$ cat src/design/gcl_pkg.sv
// ----------------------------------------------------------------------------
// gcl_pkg
// Shared widths, status codes, sequencer states and divider interface types
// for the gcd/lcm unit.
// ----------------------------------------------------------------------------
package gcl_pkg;

    localparam int IN_W      = 64;
    localparam int MAG_W     = 20;
    localparam int MUL_W     = 40;
    localparam int ST_W      = 2;
    localparam int DIV_CNT_W = $clog2(MAG_W);

    localparam logic [IN_W-1:0] MAG_LIMIT = 64'd1000000;
    localparam logic [IN_W-1:0] MOST_NEG  = 64'h8000_0000_0000_0000;

    localparam logic [ST_W-1:0] STATUS_OK       = 2'd0;
    localparam logic [ST_W-1:0] STATUS_OVERFLOW = 2'd1;
    localparam logic [ST_W-1:0] STATUS_RANGE    = 2'd2;

    typedef enum logic [2:0] {
        S_IDLE,
        S_GCD,
        S_LCM,
        S_MUL,
        S_OUT
    } t_state;

    typedef struct packed {
        logic             start;
        logic [MAG_W-1:0] dividend;
        logic [MAG_W-1:0] divisor;
    } t_div_req;

    typedef struct packed {
        logic             done;
        logic [MAG_W-1:0] quotient;
        logic [MAG_W-1:0] remainder;
    } t_div_rsp;

endpackage

$ cat src/design/gcl_div.sv
// ----------------------------------------------------------------------------
// gcl_div
// Restoring radix-2 divider, one quotient bit per cycle. A start pulse loads
// the operands; done pulses with quotient and remainder after the last bit.
// ----------------------------------------------------------------------------
module gcl_div (
    input  logic              i_clk,
    input  logic              i_rst_n,
    input  gcl_pkg::t_div_req i_req,
    output gcl_pkg::t_div_rsp o_rsp
);
    import gcl_pkg::*;

    logic                 r_busy;
    logic                 r_done;
    logic [DIV_CNT_W-1:0] r_cnt;
    logic [MAG_W-1:0]     r_rem;
    logic [MAG_W-1:0]     r_quo;
    logic [MAG_W-1:0]     r_div;

    logic [MAG_W:0]       w_trial;
    logic [MAG_W:0]       w_diff;
    logic                 w_last;

    assign w_trial = {r_rem, r_quo[MAG_W-1]};
    assign w_diff  = w_trial - {1'b0, r_div};
    assign w_last  = (r_cnt == DIV_CNT_W'(MAG_W - 1));

    always_ff @(posedge i_clk) begin
        if (!i_rst_n) begin
            r_busy <= 1'b0;
            r_done <= 1'b0;
            r_cnt  <= '0;
        end else begin
            r_done <= 1'b0;
            if (i_req.start) begin
                r_busy <= 1'b1;
                r_cnt  <= '0;
            end else if (r_busy) begin
                r_cnt <= r_cnt + 1'b1;
                if (w_last) begin
                    r_busy <= 1'b0;
                    r_done <= 1'b1;
                end
            end
        end
    end

    // quotient bits shift into the dividend register from the bottom
    always_ff @(posedge i_clk) begin
        if (i_req.start) begin
            r_rem <= '0;
            r_quo <= i_req.dividend;
            r_div <= i_req.divisor;
        end else if (r_busy) begin
            if (!w_diff[MAG_W]) begin
                r_rem <= w_diff[MAG_W-1:0];
                r_quo <= {r_quo[MAG_W-2:0], 1'b1};
            end else begin
                r_rem <= w_trial[MAG_W-1:0];
                r_quo <= {r_quo[MAG_W-2:0], 1'b0};
            end
        end
    end

    assign o_rsp.done      = r_done;
    assign o_rsp.quotient  = r_quo;
    assign o_rsp.remainder = r_rem;

endmodule

$ cat src/design/gcd_lcm_unit.sv
// ----------------------------------------------------------------------------
// gcd_lcm_unit
// Greatest common divisor and least common multiple of two signed operands.
// ----------------------------------------------------------------------------
// Input channel: i_valid / o_ready carry i_first_value and i_second_value.
// Output channel: o_valid / i_ready carry o_divisor_result,
// o_multiple_result and o_status (0 ok, 1 most negative operand,
// 2 magnitude above one million).
// One item at a time: o_ready is high only while the unit is idle.
// All divisions run on one shared bit-serial divider.
// Euclid takes k remainder steps (k <= 29 for magnitudes up to one million),
// then one more division for |a|/g and a multiply of that quotient by |b|.
// Error items and items with a zero second operand skip the divider and
// present a result the cycle after accept.
// The result is held in registers until i_ready; a stalled receiver keeps
// the unit busy and no new item is taken.
// Reset returns the sequencer to idle; nothing else is kept between items.
// ----------------------------------------------------------------------------
module gcd_lcm_unit (
    input  logic                                i_clk,
    input  logic                                i_rst_n,
    input  logic                                i_valid,
    output logic                                o_ready,
    input  logic signed [gcl_pkg::IN_W-1:0]     i_first_value,
    input  logic signed [gcl_pkg::IN_W-1:0]     i_second_value,
    output logic                                o_valid,
    input  logic                                i_ready,
    output logic        [gcl_pkg::MAG_W-1:0]    o_divisor_result,
    output logic        [gcl_pkg::MUL_W-1:0]    o_multiple_result,
    output logic        [gcl_pkg::ST_W-1:0]     o_status
);
    import gcl_pkg::*;

    t_state           r_state;
    t_state           n_state;

    logic [MAG_W-1:0] r_ma;
    logic [MAG_W-1:0] r_mb;
    logic [MAG_W-1:0] r_y;
    logic [MAG_W-1:0] r_q;
    logic [MAG_W-1:0] r_g;
    logic [MUL_W-1:0] r_l;
    logic [ST_W-1:0]  r_st;

    logic [IN_W-1:0]  w_raw_a;
    logic [IN_W-1:0]  w_raw_b;
    logic [IN_W-1:0]  w_mag_a;
    logic [IN_W-1:0]  w_mag_b;
    logic             w_ovf;
    logic             w_rng;
    logic             w_early;

    t_div_req         w_div_req;
    t_div_rsp         w_div_rsp;

    gcl_div u_div (
        .i_clk   (i_clk),
        .i_rst_n (i_rst_n),
        .i_req   (w_div_req),
        .o_rsp   (w_div_rsp)
    );

    assign w_raw_a = $unsigned(i_first_value);
    assign w_raw_b = $unsigned(i_second_value);
    assign w_mag_a = w_raw_a[IN_W-1] ? (~w_raw_a + 64'd1) : w_raw_a;
    assign w_mag_b = w_raw_b[IN_W-1] ? (~w_raw_b + 64'd1) : w_raw_b;
    assign w_ovf   = (w_raw_a == MOST_NEG) || (w_raw_b == MOST_NEG);
    assign w_rng   = (w_mag_a > MAG_LIMIT) || (w_mag_b > MAG_LIMIT);
    // zero second operand: gcd is |a|, lcm is zero, no division needed
    assign w_early = w_ovf || w_rng || (w_mag_b == '0);

    always_comb begin
        n_state = r_state;
        case (r_state)
            S_IDLE: begin
                if (i_valid) begin
                    n_state = w_early ? S_OUT : S_GCD;
                end
            end
            S_GCD: begin
                if (w_div_rsp.done && (w_div_rsp.remainder == '0)) begin
                    n_state = S_LCM;
                end
            end
            S_LCM: begin
                if (w_div_rsp.done) begin
                    n_state = S_MUL;
                end
            end
            S_MUL: begin
                n_state = S_OUT;
            end
            S_OUT: begin
                if (i_ready) begin
                    n_state = S_IDLE;
                end
            end
            default: begin
                n_state = S_IDLE;
            end
        endcase
    end

    always_comb begin
        o_ready            = 1'b0;
        o_valid            = 1'b0;
        w_div_req.start    = 1'b0;
        w_div_req.dividend = w_mag_a[MAG_W-1:0];
        w_div_req.divisor  = w_mag_b[MAG_W-1:0];
        case (r_state)
            S_IDLE: begin
                o_ready         = 1'b1;
                w_div_req.start = i_valid && !w_early;
            end
            S_GCD: begin
                if (w_div_rsp.done) begin
                    w_div_req.start = 1'b1;
                    if (w_div_rsp.remainder != '0) begin
                        w_div_req.dividend = r_y;
                        w_div_req.divisor  = w_div_rsp.remainder;
                    end else begin
                        // gcd found in r_y: next division is |a| / g
                        w_div_req.dividend = r_ma;
                        w_div_req.divisor  = r_y;
                    end
                end
            end
            S_OUT: begin
                o_valid = 1'b1;
            end
            default: begin
            end
        endcase
    end

    always_ff @(posedge i_clk) begin
        if (!i_rst_n) begin
            r_state <= S_IDLE;
        end else begin
            r_state <= n_state;
        end
    end

    always_ff @(posedge i_clk) begin
        case (r_state)
            S_IDLE: begin
                if (i_valid) begin
                    r_ma <= w_mag_a[MAG_W-1:0];
                    r_mb <= w_mag_b[MAG_W-1:0];
                    r_y  <= w_mag_b[MAG_W-1:0];
                    r_l  <= '0;
                    if (w_ovf) begin
                        r_st <= STATUS_OVERFLOW;
                        r_g  <= '0;
                    end else if (w_rng) begin
                        r_st <= STATUS_RANGE;
                        r_g  <= '0;
                    end else begin
                        r_st <= STATUS_OK;
                        r_g  <= w_mag_a[MAG_W-1:0];
                    end
                end
            end
            S_GCD: begin
                if (w_div_rsp.done) begin
                    if (w_div_rsp.remainder != '0) begin
                        r_y <= w_div_rsp.remainder;
                    end else begin
                        r_g <= r_y;
                    end
                end
            end
            S_LCM: begin
                if (w_div_rsp.done) begin
                    r_q <= w_div_rsp.quotient;
                end
            end
            S_MUL: begin
                r_l <= MUL_W'(r_q) * MUL_W'(r_mb);
            end
            default: begin
            end
        endcase
    end

    assign o_divisor_result  = r_g;
    assign o_multiple_result = r_l;
    assign o_status          = r_st;

`ifndef SYNTH
    a_busy_not_ready: assert property (@(posedge i_clk) disable iff (!i_rst_n)
        o_valid |-> !o_ready)
        else $error("input accepted while a result is pending");

    a_error_zero: assert property (@(posedge i_clk) disable iff (!i_rst_n)
        (o_valid && (o_status != STATUS_OK))
            |-> (o_divisor_result == '0) && (o_multiple_result == '0))
        else $error("error item carries nonzero results");

    a_div_done_owner: assert property (@(posedge i_clk) disable iff (!i_rst_n)
        w_div_rsp.done |-> (r_state == S_GCD) || (r_state == S_LCM))
        else $error("divider finished outside a division state");

    a_lcm_needs_gcd: assert property (@(posedge i_clk) disable iff (!i_rst_n)
        (o_valid && (o_multiple_result != '0)) |-> (o_divisor_result != '0))
        else $error("nonzero lcm with zero gcd");
`endif

endmodule
$ cat config.mk
export PLATFORM = sky130hd
export DESIGN_NAME = gcd_lcm_unit
export DESIGN_NICKNAME = d
export VERILOG_FILES = /design/src/design/gcl_pkg.sv /design/src/design/gcl_div.sv /design/src/design/gcd_lcm_unit.sv
export SDC_FILE = /design/constraint.sdc
export NUM_CORES = 1
export LEC_CHECK = 0
export BUFFER_PORTS_ARGS = -buffer_cell sky130_fd_sc_hd__buf_4
export CORE_ASPECT_RATIO = 0.5
export CORE_MARGIN = 5
export CORE_UTILIZATION = 50
export DETAILED_ROUTE_END_ITERATION = 6
export PLACE_DENSITY = 0.68
export SLEW_MARGIN = 20
export SYNTH_ARGS = -nofsm -noshare
export SYNTH_HDL_FRONTEND = slang
export SYNTH_SLANG_ARGS = --single-unit
$ cat constraint.sdc
create_clock -name i_clk -period 8.8 [get_ports i_clk]
set_input_delay 0.44 -clock i_clk [delete_from_list [all_inputs] [get_ports i_clk]]
set_output_delay 0.44 -clock i_clk [all_outputs]
set_load 0.01 [all_outputs]
=== Word-level counts from Yosys, hierarchy flattened ===
Cells that the tools add are included.

* Register bits: 212
* Latch bits: 0
* Memory bits (writable): 0
* Memory bits (read-only): 0
* Input port bits: 132
* Output and inout port bits: 64
* Word-level logic and storage cells: 96
* Memories: 0

* Add/subtract/negate cells: 4
* Multiply operators: 1
* Div/mod/pow operators: 0
* Magnitude comparators: 2
* Eq/ne operators: 14
* Shift-type cells: 0
* Muxes and demuxes: 35
* Bitwise operators: 4
* Reductions and logical operators: 22

{| class="wikitable"
|+ Operators by type and width
! kind !! number
|-
| 20-bit 2-to-1 mux || 11
|-
| 64-bit by 1-bit adder with 64-bit output (second input constant) || 2
|-
| 64-bit == test (second input constant) || 2
|-
| 64-bit by 20-bit > comparator with 1-bit output (second input constant) || 2
|-
| 64-bit 2-to-1 mux || 2
|-
| 64-bit NOT || 2
|-
| 40-bit 2-to-1 mux || 3
|-
| 20-bit case mux with 2 select lines || 2
|-
| 40-bit case mux with 2 select lines || 1
|-
| 64-bit zero test || 1
|-
| 41-bit 2-to-1 mux || 1
|-
| 20-bit by 20-bit multiplier with 40-bit output || 1
|-
| 21-bit by 20-bit subtractor with 21-bit output || 1
|-
| 20-bit zero test || 1
|-
| 20-bit nonzero test || 1
|-
| 3-bit 2-to-1 mux || 5
|-
| 3-bit case mux with 5 select lines || 1
|-
| 4-bit AND reduction || 3
|-
| 2-bit != test (second input constant) || 5
|-
| 1-bit 2-to-1 mux || 7
|-
| 3-bit by 2-bit == test with 1-bit output (second input constant) || 2
|-
| 2-bit AND reduction || 3
|-
| 2-bit nonzero test || 3
|-
| 5-bit by 1-bit adder with 5-bit output (second input constant) || 1
|-
| 13 further kinds || 19
|}

=== Depth between registers and ports, before layout ===
* Depth after elaboration: 11
* Depth in mapped cells: 28
* Gate-level depth less buffers: 27

=== Cells and area by module ===
Synthesis repeated with hierarchy kept, for this count alone.

* Cells, all modules: 3,036
* Area total of the unflattened synthesis: 27,485.1 µm²

{| class="wikitable"
|+ Modules (own cells, without submodules)
! module !! times used !! cells an instance !! area an instance (µm²) !! sequential area each (µm²)
|-
| gcd_lcm_unit || 1 || 2,680 || 23,715.2 || 4,324.1
|-
| gcl_div || 1 || 356 || 3,769.9 || 1,741.7
|}

=== Worst setup path after synthesis ===
No wires, ideal clock.

* Kind: reg-to-reg
* From: register r_mb[4]
* To: register r_l[23] (netlist: o_multiple_result[23]), data pin
* Library setup time: 0.266 ns
* Arrival: 6.489 ns
* Data required time: 8.534 ns
* Slack: 2.045 ns
* Stages on the path, launching flop included: 28
* Buffers on the path: 1
* Clock period less this slack: 6.755 ns
* Cell sequence: edfxtp_1 > clkbuf_1 > and2_1 > fa_1 > fa_1 > inv_1 > fa_1 > inv_1 > fa_1 > inv_1 > fa_1 > inv_1 > fa_1 > inv_1 > fa_1 > inv_1 > ha_1 > nand2_1 > a21oi_1 > a211oi_1 > a31oi_1 > a21oi_1 > nand3_1 > and3_1 > or2_2 > a21oi_1 > xor2_1 > nor2_1

* Word-level cells in the longest chain between the ends: 2

{| class="wikitable"
|+ Ends and longest elaborated chain
! element !! line !! text
|-
| from (decl) || gcd_lcm_unit.sv:38 || <nowiki>logic [MAG_W-1:0] r_mb;</nowiki>
|-
| from (signal assigned) || gcd_lcm_unit.sv:149 || <nowiki>r_mb <= w_mag_b[MAG_W-1:0];</nowiki>
|-
| 20-bit by 20-bit multiplier with 40-bit output || gcd_lcm_unit.sv:179 || <nowiki>r_l <= MUL_W'(r_q) * MUL_W'(r_mb);</nowiki>
|-
| 40-bit case mux with 2 select lines || gcd_lcm_unit.sv:145 || <nowiki>case (r_state)</nowiki>
|-
| to (signal assigned) || gcd_lcm_unit.sv:179 ||
|-
| to (decl) || gcd_lcm_unit.sv:42 || <nowiki>logic [MUL_W-1:0] r_l;</nowiki>
|}

Every way passes these cells.
A chain may end at the register's enable or synchronous reset.

=== Final worst setup path ===
* From: register r_q[8]
* To: register r_l[39] (netlist: o_multiple_result[39]), data pin

* Word-level cells in the longest chain between the ends: 2

{| class="wikitable"
|+ Ends and longest elaborated chain
! element !! line !! text
|-
| from (decl) || gcd_lcm_unit.sv:40 || <nowiki>logic [MAG_W-1:0] r_q;</nowiki>
|-
| from (signal assigned) || gcd_lcm_unit.sv:175 || <nowiki>r_q <= w_div_rsp.quotient;</nowiki>
|-
| 20-bit by 20-bit multiplier with 40-bit output || gcd_lcm_unit.sv:179 ||
|-
| 40-bit case mux with 2 select lines || gcd_lcm_unit.sv:145 ||
|}

Every way passes these cells.

==> metrics.md <==
| Metric | Value |
|---|---|
| Synth warn | `0` |
| Core area | `54100 um2` |
| Syn Area/Cell | `8.88 um2` |
| GRT overflow | `0` |
| Worst-skew pair later-pin latency | `0.56 ns` |
| GRT Total Usage | `0.280` |
| Worst Tran Pin Value | `1.08 ns` |
| First-pass GRT wire length | `134000 um` |
| CP Data Required Time | `9.08 ns` |
| Final setup viols | `0` |
| Avg WL per Cell | `21.6 um` |
| Vias | `23500` |
| Clk root buf | `clkbuf_16` |
| Detailed Place HPWL | `65800 um` |
| Area delta synth->final | `9.96%` |
| Max transition margin | `0.281` |
| Die ar. | `60200 um2` |
| Average via count per standard cell | `5.96` |
| Kind of critical path | `flop to flop` |
| RSZ-0062 raised after global routing | `false` |
| Final critical-path required period | `7.66 ns` |
| Max frequency | `0.131 GHz` |
| Post-place setup slack | `1.13 ns` |
| FFs w/ async S/R, synth | `0` |
| CP Launch Type | `flop` |
| Final WS setup | `1.14 ns` |
| Hold path startpoint | `i_first_value[0]` |
| IO Pins | `196` |
| Die X | `342 um` |
| Setup TNS | `0 ns` |
| H-Tree Depth | `1` |
| Rows | `60` |
| Distinct cell type count after synthesis | `85` |
| Drt first pass iters | `6` |
| Status | `finished clean` |
| CTS Buf Count | `22` |
| DIE HEIGHT | `176 um` |
| Final cell count without fillers | `3939` |
| Max-cap violations | `0` |
| Antenna violations before repair | `6` |
| Reg-to-reg startpoint | `r_q[8]` |
| CP Capture Type | `flop` |
| Initial core utilization | `0.509` |
| Most common cell after layout, fill and taps aside | `inv_1` |
| Pwr Density | `301 nW/um2` |
| Crit. Startpoint | `r_q[8]` |
| Flop2flop setup slack | `1.14 ns` |
| CTS Sinks | `212` |
| Most frequent cells in the layout | `inv_1 (426), nand2_1 (326), fa_1 (321)` |
| Count of state elements after synthesis | `212` |
| Clock slew at reported path FFs | `0.06 ns` |
| Fill count | `4937` |
| Nets | `3803` |
| Max-slew violations | `0` |
| Total Routed Length | `85100 um` |
| Largest net degree at the start of global routing | `56` |
| # hold bufs at CTS | `0` |
| Hold crit path type | `input port to flop` |
| Synth Flop Type | `edfxtp_1` |
| Clk_skew | `0.0287 ns` |
| CTS resizes | `0` |
| Final period util | `0.870` |
| DRC | `0` |
| CP Max Fanout | `20` |
| Clock buffer depth | `3` |
| Register area share after synthesis | `0.220` |
| Post-synth EDFFs | `182` |
| Post-DRT Antenna Nets | `0` |
| Mapped Cells | `3104` |
| Worst vdd ir | `0.477 mV` |
| Vias in the first global route | `23400` |
| Final hold violations | `0` |
| Post-CTS setup buffer count | `0` |
| Cells after DPL | `3895` |
| DRT iter0 DRCs | `2359` |
| Placer Congestion | `0.976` |
| CP Data Arrival Time | `7.94 ns` |
| CTS tree | `done` |
| Syn Nets | `3732` |
| Pleak | `13.3 nW` |
| Synth Cell Area | `27600 um2` |
| Share of layout cells above drive strength 1 | `0.0978` |
| IO buf count | `195` |
[where the power goes]
part	internal (mW)	switching [mW]
clock	0.574	0.423
combinational	2.94	3.94
sequential	1.15	0.0899
[state kept, by name (all words and copies together) (netlist names)]
signal,count
u_div.r_done,1
o_status,2
o_multiple_result,40
r_mb,20
u_div.r_cnt,5
u_div.r_rem,20
o_divisor_result,20
u_div.r_quo,20
r_y,20
r_ma,20
u_div.r_busy,1
u_div.r_div,20
r_q,20
r_state,3
[per-layer routing]
metal	share of wire	track usage
met5	0.00039	0
met4	0.032	0.0817
met3	0.095	0.0570
met2	0.44	0.441
met1	0.43	0.394
[cells by family (layout without fill, tap and decap cells)]
kind of cell	Yosys count	in the layout	share of synthesized area
xor gates and xnor gates	95	95	0.0302
DFF	212	212	0.220
muxes	37	37	0.0137
buffers and inverters	603	690	0.0830
other	0	4	0
adders and majority gates	496	496	0.313
AOI/OAI and AO/OA	463	463	0.113
and+or+nand+nor	1198	1198	0.227
[synthesized netlist by cell type (all sizes together), types with 13 or more instances]
| library cell | number | area [um2] |
|---|---|---|
| or3 | 25 | 156 |
| a211oi | 51 | 383 |
| or4 | 33 | 263 |
| a31oi | 20 | 125 |
| nor4 | 81 | 593 |
| nand4 | 31 | 194 |
| nor2 | 183 | 687 |
| nand2 | 330 | 1240 |
| ha | 175 | 2190 |
| o21ai | 63 | 315 |
| o31ai | 22 | 165 |
| and2 | 232 | 1450 |
| clkbuf | 159 | 597 |
| nand3 | 95 | 475 |
| o41ai | 16 | 148 |
| nor2b | 13 | 81.3 |
| nand2b | 23 | 144 |
| a21o | 25 | 188 |
| xnor2 | 52 | 455 |
| fa | 321 | 6430 |
| dfxtp | 30 | 601 |
| o221ai | 22 | 193 |
| and3 | 23 | 144 |
| mux2i | 32 | 320 |
| a21oi | 134 | 671 |
| xor2 | 43 | 377 |
| buf | 16 | 82.6 |
| edfxtp | 182 | 5470 |
| inv | 427 | 1600 |
| nor3 | 81 | 410 |
[final timing paths]
kind                                 to  depth (start not counted)
hold reg to reg                  r_q[5]                          0
setup reg to reg  o_multiple_result[39]                         25
setup / recovery  o_multiple_result[39]                         25
hold / removal                  r_ma[0]                          1
[worst max-delay path, stage by stage (launching register included)]
cell      delay [ns]
edfxtp_1        0.84
and2_1          0.26
fa_1            0.41
fa_1            0.51
inv_1           0.05
fa_1            0.54
inv_1           0.06
fa_1            0.50
inv_1           0.05
fa_1            0.48
inv_1           0.06
fa_1            0.53
inv_1           0.05
fa_1            0.52
inv_1           0.04
ha_1            0.34
and3_1          0.19
and3_1          0.15
nand3_1         0.12
a31oi_1         0.34
a21oi_1         0.19
o21ai_0         0.44
a21oi_1         0.21
o31ai_1         0.30
or3_1           0.15
a21oi_1         0.06
[area by class of cell]
cell class	count	area, um2	share of cell area
multi-input combinational	2289	19200	0.635
sequential	212	6070	0.200
timing repair buffer	222	1670	0.0550
inverter	428	1610	0.0530
tap	744	931	0.0307
clock buffer	30	641	0.0211
clock inverter	10	130	0.00430
antenna	4	10.0	0.000330
[stage by stage]
stage | hold slack [ns] | total power [mW] | util | cell area, um2
detailed placement | 0.443 | 8.05 | 0.545 | 29500
floorplan | 0.426 | 6.53 | - | 27600
global route | 0.0779 | 10.2 | 0.560 | 30300
global placement | 0.431 | 7.95 | 0.545 | 29500
CTS | 0.0836 | 9.11 | 0.559 | 30300
finish | 0.100 | 9.11 | 0.560 | 30300
Power figures use the tool's default switching activity.
